$ cat config.mk
export PLATFORM = sky130hd
export DESIGN_NAME = pixel_raster_operation_unit
export DESIGN_NICKNAME = d
export VERILOG_FILES = /design/src/rtl/pixrop_pkg.sv /design/src/rtl/pixrop_cfg.sv /design/src/rtl/pixrop_chan.sv /design/src/rtl/pixel_raster_operation_unit.sv
export SDC_FILE = /design/constraint.sdc
export NUM_CORES = 1
export LEC_CHECK = 0
export ABC_AREA = 1
export BUFFER_PORTS_ARGS = -buffer_cell sky130_fd_sc_hd__buf_2
export CORE_MARGIN = 5
export CORE_UTILIZATION = 35
export CTS_BUF_LIST = sky130_fd_sc_hd__clkbuf_8
export CTS_CLUSTER_SIZE = 24
export DETAILED_ROUTE_END_ITERATION = 8
export GPL_TIMING_DRIVEN = 1
export SYNTH_ARGS = -nofsm -noshare
export SYNTH_HDL_FRONTEND = slang
export SYNTH_SLANG_ARGS = --single-unit
export TNS_END_PERCENT = 5
$ cat constraint.sdc
create_clock -name clk_i -period 15.3 [get_ports clk_i]
set_input_delay 1.53 -clock clk_i [delete_from_list [all_inputs] [get_ports clk_i]]
set_output_delay 1.53 -clock clk_i [all_outputs]
set_load 0.02 [all_outputs]
$ cat src/rtl/pixrop_pkg.sv
// ----------------------------------------------------------------------------
// pixrop_pkg
// Shared types and constants of the pixel raster operation unit.
// ----------------------------------------------------------------------------
`default_nettype none

package pixrop_pkg;

  localparam int unsigned ChanW = 8;
  localparam int unsigned OpW   = 3;
  localparam int unsigned IdxW  = 3;

  localparam logic [ChanW-1:0] ChanMax = 8'd255;

  typedef enum logic [OpW-1:0] {
    OP_CLEAR = 3'd0,
    OP_COPY  = 3'd1,
    OP_BLEND = 3'd2,
    OP_ADD   = 3'd3,
    OP_SUB   = 3'd4
  } op_e;

  typedef enum logic [IdxW-1:0] {
    REG_OPERATION = 3'd0,
    REG_SRC_RED   = 3'd1,
    REG_SRC_GREEN = 3'd2,
    REG_SRC_BLUE  = 3'd3,
    REG_SRC_ALPHA = 3'd4,
    REG_HAS_ALPHA = 3'd5
  } reg_idx_e;

  // Operation is held raw: unused codes must pass pixels through.
  typedef struct packed {
    logic [OpW-1:0]   operation;
    logic [ChanW-1:0] src_red;
    logic [ChanW-1:0] src_green;
    logic [ChanW-1:0] src_blue;
    logic [ChanW-1:0] src_alpha;
    logic             has_alpha;
  } cfg_t;

  // Per-stage load enables of the pipeline.
  typedef struct packed {
    logic s1_en;
    logic s2_en;
    logic s3_en;
  } pipe_ctrl_t;

endpackage

`default_nettype wire

$ cat src/rtl/pixrop_cfg.sv
// ----------------------------------------------------------------------------
// pixrop_cfg
// Configuration register file: operation, source color and alpha mode.
// ----------------------------------------------------------------------------
`default_nettype none

module pixrop_cfg (
  input  wire logic                      clk_i,
  input  wire logic                      rst_ni,
  input  wire logic                      cfg_we_i,
  input  wire logic [pixrop_pkg::IdxW-1:0]  cfg_idx_i,
  input  wire logic [pixrop_pkg::ChanW-1:0] cfg_data_i,
  output pixrop_pkg::cfg_t               cfg_o
);
  import pixrop_pkg::*;

  cfg_t cfg_q, cfg_d;

  always_comb begin
    cfg_d = cfg_q;
    if (cfg_we_i) begin
      case (cfg_idx_i)
        REG_OPERATION: cfg_d.operation = cfg_data_i[OpW-1:0];
        REG_SRC_RED:   cfg_d.src_red   = cfg_data_i;
        REG_SRC_GREEN: cfg_d.src_green = cfg_data_i;
        REG_SRC_BLUE:  cfg_d.src_blue  = cfg_data_i;
        REG_SRC_ALPHA: cfg_d.src_alpha = cfg_data_i;
        REG_HAS_ALPHA: cfg_d.has_alpha = cfg_data_i[0];
        default:       cfg_d = cfg_q; // drop writes beyond the list
      endcase
    end
  end

  always_ff @(posedge clk_i or negedge rst_ni) begin
    if (!rst_ni) begin
      cfg_q.operation <= OP_BLEND;
      cfg_q.src_red   <= '0;
      cfg_q.src_green <= '0;
      cfg_q.src_blue  <= '0;
      cfg_q.src_alpha <= ChanMax;
      cfg_q.has_alpha <= 1'b1;
    end else begin
      cfg_q <= cfg_d;
    end
  end

  assign cfg_o = cfg_q;

endmodule

`default_nettype wire

$ cat src/rtl/pixrop_chan.sv
// ----------------------------------------------------------------------------
// pixrop_chan
// Three-stage datapath of one color channel: capture, multiply/saturate,
// sum and operation select.
// ----------------------------------------------------------------------------
`default_nettype none

module pixrop_chan (
  input  wire logic                         clk_i,
  input  wire pixrop_pkg::pipe_ctrl_t       ctrl_i,
  input  wire logic [pixrop_pkg::OpW-1:0]   op_i,
  input  wire logic [pixrop_pkg::ChanW-1:0] dst_i,
  input  wire logic [pixrop_pkg::ChanW-1:0] src_i,
  input  wire logic [pixrop_pkg::ChanW-1:0] alpha_i,
  output logic      [pixrop_pkg::ChanW-1:0] new_o
);
  import pixrop_pkg::*;

  localparam int unsigned ProdW = 2 * ChanW;

  logic [ChanW-1:0] dst1_q;
  logic [ChanW-1:0] dst2_q;
  logic [ProdW-1:0] mul_d_q, mul_d_d;
  logic [ProdW-1:0] mul_s_q, mul_s_d;
  logic [ChanW:0]   add_q, add_d;
  logic [ChanW-1:0] sub_q, sub_d;
  logic [ChanW-1:0] new_q, new_d;
  logic [ProdW-1:0] blend_sum;
  logic [ChanW-1:0] inv_alpha;

  // Stage 2: products and saturating terms
  always_comb begin
    inv_alpha = ChanMax - alpha_i;
    mul_d_d   = ProdW'(dst1_q) * ProdW'(inv_alpha);
    mul_s_d   = ProdW'(src_i) * ProdW'(alpha_i);
    add_d     = {1'b0, dst1_q} + {1'b0, src_i};
    sub_d     = (dst1_q > src_i) ? (dst1_q - src_i) : '0;
  end

  // Stage 3: sum of products fits 16 bits (255*255 at most)
  always_comb begin
    blend_sum = mul_d_q + mul_s_q;
    case (op_i)
      OP_CLEAR: new_d = '0;
      OP_COPY:  new_d = src_i;
      OP_BLEND: new_d = (alpha_i == ChanMax) ? src_i : blend_sum[ProdW-1:ChanW];
      OP_ADD:   new_d = add_q[ChanW] ? ChanMax : add_q[ChanW-1:0];
      OP_SUB:   new_d = sub_q;
      default:  new_d = dst2_q;
    endcase
  end

  always_ff @(posedge clk_i) begin
    if (ctrl_i.s1_en) begin
      dst1_q <= dst_i;
    end
    if (ctrl_i.s2_en) begin
      dst2_q  <= dst1_q;
      mul_d_q <= mul_d_d;
      mul_s_q <= mul_s_d;
      add_q   <= add_d;
      sub_q   <= sub_d;
    end
    if (ctrl_i.s3_en) begin
      new_q <= new_d;
    end
  end

  assign new_o = new_q;

endmodule

`default_nettype wire

$ cat src/rtl/pixel_raster_operation_unit.sv
// ----------------------------------------------------------------------------
// pixel_raster_operation_unit
// Raster operation on a stream of RGBA pixels against a configured source
// color: clear, copy, alpha blend, saturating add and subtract.
//
// Usage:
//   Pixels enter on the s_axis channel, one per transaction, and leave on
//   m_axis in the same order, one result per pixel. Each pixel walks three
//   register stages (capture, multiply, sum/select); the last stage is the
//   output register, which drives m_axis_tvalid. Throughput is one pixel per
//   clock while the receiver takes results. When the receiver stalls with a
//   result pending, all stages hold and s_axis_tready drops the same cycle;
//   nothing is lost or repeated. Configuration registers are written through
//   cfg_we_i/cfg_idx_i/cfg_data_i, one per clock; the user must write them only
//   while the pipeline is empty, as the block itself does not enforce it.
//   Reset empties the pipeline and loads operation = blend, source color
//   black, source alpha opaque, alpha channel present.
// ----------------------------------------------------------------------------
`default_nettype none

module pixel_raster_operation_unit (
  input  wire logic        clk_i,
  input  wire logic        rst_ni,
  // configuration write port
  input  wire logic        cfg_we_i,
  input  wire logic [2:0]  cfg_idx_i,
  input  wire logic [7:0]  cfg_data_i,
  // input pixels
  input  wire logic        s_axis_tvalid,
  output logic             s_axis_tready,
  input  wire logic [31:0] s_axis_tdata,  // dst_red, dst_green, dst_blue, dst_alpha
  // output pixels
  output logic             m_axis_tvalid,
  input  wire logic        m_axis_tready,
  output logic      [31:0] m_axis_tdata   // new_red, new_green, new_blue, new_alpha
);
  import pixrop_pkg::*;

  cfg_t       cfg;
  pipe_ctrl_t ctrl;
  logic       advance;
  logic       v1_q, v2_q, v3_q;
  logic [ChanW-1:0] a1_q, a2_q, na_q, na_d;
  logic [ChanW-1:0] min_a;
  logic [ChanW-1:0] new_red, new_green, new_blue;

  pixrop_cfg u_cfg (
    .clk_i      (clk_i),
    .rst_ni     (rst_ni),
    .cfg_we_i   (cfg_we_i),
    .cfg_idx_i  (cfg_idx_i),
    .cfg_data_i (cfg_data_i),
    .cfg_o      (cfg)
  );

  // Whole pipeline moves unless a finished result waits.
  assign advance       = !v3_q || m_axis_tready;
  assign ctrl.s1_en    = advance;
  assign ctrl.s2_en    = advance;
  assign ctrl.s3_en    = advance;
  assign s_axis_tready = advance;

  always_ff @(posedge clk_i or negedge rst_ni) begin
    if (!rst_ni) begin
      v1_q <= 1'b0;
      v2_q <= 1'b0;
      v3_q <= 1'b0;
    end else if (advance) begin
      v1_q <= s_axis_tvalid;
      v2_q <= v1_q;
      v3_q <= v2_q;
    end
  end

  pixrop_chan u_red (
    .clk_i   (clk_i),
    .ctrl_i  (ctrl),
    .op_i    (cfg.operation),
    .dst_i   (s_axis_tdata[7:0]),
    .src_i   (cfg.src_red),
    .alpha_i (cfg.src_alpha),
    .new_o   (new_red)
  );

  pixrop_chan u_green (
    .clk_i   (clk_i),
    .ctrl_i  (ctrl),
    .op_i    (cfg.operation),
    .dst_i   (s_axis_tdata[15:8]),
    .src_i   (cfg.src_green),
    .alpha_i (cfg.src_alpha),
    .new_o   (new_green)
  );

  pixrop_chan u_blue (
    .clk_i   (clk_i),
    .ctrl_i  (ctrl),
    .op_i    (cfg.operation),
    .dst_i   (s_axis_tdata[23:16]),
    .src_i   (cfg.src_blue),
    .alpha_i (cfg.src_alpha),
    .new_o   (new_blue)
  );

  // Alpha lane: no arithmetic until the last stage.
  always_comb begin
    min_a = (a2_q < cfg.src_alpha) ? a2_q : cfg.src_alpha;
    case (cfg.operation)
      OP_CLEAR: na_d = '0;
      OP_COPY:  na_d = cfg.src_alpha;
      OP_BLEND: na_d = (cfg.src_alpha == ChanMax) ? ChanMax : a2_q;
      OP_ADD:   na_d = min_a;
      OP_SUB:   na_d = min_a;
      default:  na_d = a2_q;
    endcase
    if (!cfg.has_alpha) begin
      na_d = a2_q;
    end
  end

  always_ff @(posedge clk_i) begin
    if (advance) begin
      a1_q <= s_axis_tdata[31:24];
      a2_q <= a1_q;
      na_q <= na_d;
    end
  end

  assign m_axis_tvalid = v3_q;
  assign m_axis_tdata  = {na_q, new_blue, new_green, new_red};

  // An accepted pixel is in stage 1 next cycle.
  a_accept_lands: assert property (@(posedge clk_i) disable iff (!rst_ni)
    s_axis_tvalid && s_axis_tready |=> v1_q)
    else $error("accepted pixel missing from stage 1");

  // A stall freezes every valid bit.
  a_stall_holds: assert property (@(posedge clk_i) disable iff (!rst_ni)
    !advance |=> $stable(v1_q) && $stable(v2_q) && v3_q)
    else $error("pipeline moved during stall");

  // Stage 2 content reaches the output when the pipe advances.
  a_v2_to_out: assert property (@(posedge clk_i) disable iff (!rst_ni)
    advance && v2_q |=> m_axis_tvalid)
    else $error("pixel dropped between stage 2 and output");

  // An empty output register never blocks the input.
  a_empty_ready: assert property (@(posedge clk_i) disable iff (!rst_ni)
    !m_axis_tvalid |-> s_axis_tready)
    else $error("input blocked with empty output");

endmodule

`default_nettype wire
; Yosys cells after proc, flatten, opt, wreduce, memory -nomap -nowiden
; Index checks and enable logic that the tools add are counted.
[op_classes]
add_sub_neg = 10
multipliers = 6
n_div = 0
magnitude_cmp = 4
eq_ne = 10
n_shift = 0
mux = 13
bitwise = 0
reduce_logical = 11
[ops]
columns = operator, n
row1 = 8-bit one-hot mux with 5 select lines, 3
row2 = 8-bit by 8-bit multiplier with 16-bit output, 6
row3 = 8-bit two-way mux, 9
row4 = 16-bit adder, 3
row5 = 8-bit one-hot mux with 4 select lines, 1
row6 = 8-bit by 8-bit adder with 9-bit output, 3
row7 = 8-bit > comparator, 3
row8 = 8-bit subtractor, 3
row9 = "3-bit by 2-bit == test with 1-bit output, second input constant", 4
row10 = 2-bit AND reduction, 6
row11 = "3-bit == test, second input constant", 3
row12 = "8-bit == test, second input constant", 1
row13 = 8-bit < comparator, 1
row14 = "8-bit subtractor, first input constant", 1
row15 = "3-bit by 1-bit == test with 1-bit output, second input constant", 2
row16 = 3-bit zero test, 2
row17 = 2-bit OR reduction, 1
row18 = 1-bit zero test, 1
row19 = 1-bit logical OR, 1
[word_totals]
ff_bits = 282
latchBits = 0
ram_bits = 0
rom_bits = 0
out_inout_bits = 34
wordCells = 87
mem_count = 0

; Depth between registers and ports, before layout
[logic_depth]
ltp_word = 4
mapped_depth = 21
ltp_nobuf = 19

; Hierarchy
; From an unflattened synthesis, not the netlist that was laid out.
[hier_totals]
cells_unflattened = 3506
area_unflattened_um2 = 28521.1
[modules_own_cells]
columns = mod, instances, cells_per_inst, area_each_um2, seq_area_each_um2
row1 = pixrop_chan at u_blue, 1, 1052, 8533.2, 2192.1
row2 = pixrop_chan at u_red, 1, 1062, 8508.2, 2192.1
row3 = pixrop_chan at u_green, 1, 1061, 8475.6, 2192.1
row4 = pixel_raster_operation_unit, 1, 162, 1508.9, 795.8
row5 = pixrop_cfg, 1, 169, 1495.2, 913.4

; Worst setup path before layout
; No wires, ideal clock.
[synth_timing]
kind = input port to output port
start = input port m_axis_tready
end = output port s_axis_tready
arrival_ps = 6856
setup_slack_ps = 6914
path_stages = 2
path_buffers = 0
path_cell_list = inv_1 nand2_1
[synth_via]
elab_chain_len = 1
[synth_rtl]
columns = item, line_no
row1 = from (decl), pixel_raster_operation_unit.sv:34  ; input wire logic m_axis_tready,
row2 = 1-bit logical OR, pixel_raster_operation_unit.sv:57  ; assign advance = !v3_q || m_axis_tready;
row3 = to (decl), pixel_raster_operation_unit.sv:30  ; output logic s_axis_tready,
; Every way passes these cells.

; Final worst setup path
[layout_timing]
start = register u_cfg.cfg_q, in the netlist u_cfg.cfg_o[8]
end = register u_red.mul_d_q[12] (data pin)
[layout_via]
elab_chain_len = 2
[layout_rtl]
columns = item, line_no
row1 = from (decl), pixrop_cfg.sv:17  ; cfg_t cfg_q, cfg_d;
row2 = from (signal assigned), pixrop_cfg.sv:43  ; cfg_q <= cfg_d;
row3 = 8-bit subtractor, pixrop_chan.sv:33  ; inv_alpha = ChanMax - alpha_i;
row4 = 8-bit by 8-bit multiplier with 16-bit output, pixrop_chan.sv:34  ; mul_d_d = ProdW'(dst1_q) * ProdW'(inv_alpha);
row5 = via u_red.mul_d_d[12], pixrop_chan.sv:23  ; logic [ProdW-1:0] mul_d_q, mul_d_d;
row6 = to (signal assigned), pixrop_chan.sv:59  ; mul_d_q <= mul_d_d;
row7 = to (decl), pixrop_chan.sv:23
; The timed path passes the listed nets, and every way through them passes these cells.
; A chain may end at the register's enable or synchronous reset.

==> impl_metrics.env <==
export IMPL_status="complete, no violations"
export IMPL_fin_nets=4098
export IMPL_path_cells="inv_1 > nand2_1 > fa_1 > fa_1 > inv_1 > fa_1 > inv_1 > fa_1 > inv_1 > ha_1 > a21o_1 > a21oi_1 > o21ai_0 > nand2_1 > nand3_1 > nand2_1 > nand2_1"
export IMPL_finalWeightedCongestion=0.907
export IMPL_drt_pre_antenna_iters=5
export IMPL_path_clk_slew_ns=0.06
export IMPL_layout_drive_gt1_share_pct=5.79
export IMPL_max_slew_margin_pct=25.4
export IMPL_worstPathMaxFanout=42
export IMPL_hold_class="reg -> reg"
export IMPL_cts_resized=0
export IMPL_synth_seq_cells=282
export IMPL_post_cts_setup_buffer_count=0
export IMPL_synth_area_leaders="edfxtp_1, fa_1, ha_1"
export IMPL_cts_tree="built"
export IMPL_port_buffers=81
export IMPL_max_slew_worst_pin_slew_ns=1.12
export IMPL_clock_fmax_mhz=188
export IMPL_synthCells=3470
export IMPL_avgSynthCellArea_um2=8.12
export IMPL_via_per_inst=4.79
export IMPL_yosysWarningCount=0
export IMPL_multi_input_area_um2=16400
export IMPL_ant_nets=0
export IMPL_synth_cell_types=44
export IMPL_rows=104
export IMPL_vias=22111
export IMPL_cts_sinks=282
export IMPL_gr_total_overflow=0
export IMPL_peakVddDrop_mv=0.201
export IMPL_synth_fp_nets=4053
export IMPL_rsz0062_at_grt="false"
export IMPL_dp_cells=4519
export IMPL_pin_count=82
export IMPL_finalHoldViolations=0
export IMPL_final_cell_area_um2=30800
export IMPL_async_reset_ff_share_pct=13.8
export IMPL_fin_cells=4620
export IMPL_post_route_drc_count=0
export IMPL_syn_to_final_growth_pct=9.33
export IMPL_numCtsBuffers=54
export IMPL_grt_first_pass_wirelength_mm=120
export IMPL_power_total_mw=7.34
export IMPL_power_density_nw_per_um2=238
export IMPL_antenna_found_initial=1
export IMPL_p_leak_nw=17.0
export IMPL_seq_area_um2=8290
export IMPL_syn_cell_area_um2=28200
export IMPL_synth_edf_count=243
export IMPL_grt_pass1_vias=22200
export IMPL_fin_skew_ns=0.0564
export IMPL_worst_ep_arrival_time_ns=5.74
export IMPL_chipHeight_um=294
export IMPL_fill_cells=8291
export IMPL_yosysTopAreaCellShare_pct=25.9
export IMPL_avgRoutedWirePerCell_um=16.2
export IMPL_endpoint_kind="flop"
export IMPL_die_w_um=294
export IMPL_crit_type="reg -> reg"
export IMPL_cts_buffer_depth=3
export IMPL_slowest_delay_ns=1.09
export IMPL_period_share_pct=34.7
export IMPL_timing_max_cap_violations=0
export IMPL_cts_root_buf="clkbuf_8"
export IMPL_wl_mm=74.9
export IMPL_finalSetupTns_ns=0
export IMPL_placed_area_um2=29600
export IMPL_yosysTopAreaCell="edfxtp_1"
export IMPL_drv_slew=0
export IMPL_synthFlopType="edfxtp_1"
export IMPL_die_area_um2=86300
export IMPL_crit_slowest_cell="dfstp_2"
export IMPL_grt_usage_pct=17.4
export IMPL_yosysSeqAreaShare_pct=29.4
export IMPL_core_area_um2=80200
export IMPL_initial_utilization_pct=35.1
export IMPL_cts_hold_buf=0
export IMPL_drt_iter0_markers=1450
export IMPL_dp_hpwl_mm=56.8
export IMPL_required_ns=15.73
export IMPL_period_needed_ns=5.31
export IMPL_grt_max_degree=72
export IMPL_clkLatencyLatePin_ns=0.68
export IMPL_worst_setup_path_start_kind="flop"
export IMPL_setup_violations=0
export IMPL_htreeDepth=2
==> worst max-delay path: cells and delay by family (launching register included) <==
| family | cells | cell delay (ns) |
|---|---|---|
| adders and majority gates | 5 | 2.21 |
| DFF | 1 | 1.09 |
| AOI/OAI and AO/OA | 3 | 0.59 |
| and+or+nand+nor | 5 | 0.49 |
| buffers and inverters | 4 | 0.69 |
==> cell families (layout without fill, tap and decap cells) <==
kind of cell	count (synthesis)	after routing	synth area share [%]
simple gates	1339	1339	19.4
buf+inv	913	1002	12.4
fa+ha+maj	535	535	29.7
compound gates	309	309	6.28
flops	282	282	29.4
xor+xnor	91	91	2.83
mux	1	1	0.0400
other cells	0	1	0
==> path summary, 6_finish.rpt <==
kind / start / to / slack, ns / cells past startpoint
hold reg to reg: a1_q[7] / a2_q[7] / 0.42 / 0
setup reg to reg: u_cfg.cfg_o[8] / u_red.mul_d_q[12] / 9.99 / 17
setup / recovery: u_cfg.cfg_o[8] / u_red.mul_d_q[12] / 9.99 / 17
max in group asynchronous: rst_ni / u_cfg.cfg_o[27] / 13.64 / 1
min in group asynchronous: rst_ni / u_cfg.cfg_o[12] / 1.02 / 1
hold / removal: a1_q[7] / a2_q[7] / 0.42 / 0
==> state kept, by name, summed over array words and instances (netlist names), 9 cells and up <==
register,flops
u_cfg.cfg_o,36
u_green.mul_s_q,16
u_blue.mul_s_q,16
u_red.mul_d_q,16
u_blue.add_q,9
u_red.add_q,9
u_green.add_q,9
u_red.mul_s_q,16
u_green.mul_d_q,16
u_blue.mul_d_q,16
==> metrics by stage <==
step           utilization, %  hold slack [ns]  worst slack (ns)
2_1_floorplan               -            0.400              6.91
3_3_place_gp             36.9            0.400             10.14
3_5_place_dp             36.9            0.405             10.07
4_1_cts                  38.4            0.419             10.03
5_1_grt                  38.4            0.430              9.65
6_report                 38.4            0.417              9.99
==> cells in the mapped netlist, types with 3 or more instances <==
master    number
a211oi_1       5
a21o_1         9
a21oi_1      149
a221oi_1       6
a31oi_1        5
and2_1        12
buf_1         11
buf_2         16
buf_4          3
buf_6          3
clkbuf_1      76
clkinv_1       4
dfrtp_1       29
dfstp_2       10
edfxtp_1     243
fa_1         222
ha_1         313
inv_1        800
nand2_1      783
nand3_1      153
nand3_2        9
nand3b_1       5
nand4_1       36
nor2_1       319
nor2_2         3
nor3_1         6
nor4_1         4
o21a_1         3
o21ai_0       86
o21bai_1      11
o221ai_1      25
o31ai_1        5
or2_2          3
xnor2_1       24
xor2_1        67
==> cell type report <==
class	count	area share, %
inverter	804	9.80
clock inverter	41	1.25
sequential	282	26.9
clock buffer	59	2.64
timing repair buffer	98	1.73
tap	1060	4.31
multi-input combinational	2275	53.4
antenna	1	0.00812
==> power by group <==
| group | switching [mW] | total [mW] | leakage, nW | internal, mW |
|---|---|---|---|---|
| Sequential | 0.218 | 1.60 | 2.98 | 1.38 |
| Combinational | 3.09 | 4.90 | 13.4 | 1.81 |
| Clock | 0.357 | 0.836 | 0.676 | 0.478 |
| Total | 3.66 | 7.34 | 17.0 | 3.68 |
==> per-layer routing <==
metal	up-vias	part of all wire (%)	wire (um)	global-route usage (%)
met4	0	2.8	2060	4.92
met2	586	46	34400	28.8
li1	10871	-	-	-
met1	10539	45	33700	23.8
met5	-	0	0	0
met3	115	6.3	4740	2.94
==> cell usage in the layout, fill, tap and decap left out, types with 12 or more instances in the layout <==
cell,count
nand3_1,152
a21oi_1,149
xnor2_1,24
buf_2,81
and2_1,12
nor2_1,319
ha_1,313
fa_1,222
nand2_1,782
o21ai_0,86
o221ai_1,25
dfrtp_1,29
inv_1,818
xor2_1,67
edfxtp_1,243
clkbuf_8,59
buf_4,17
nand4_1,36
Power figures use the tool's default switching activity.
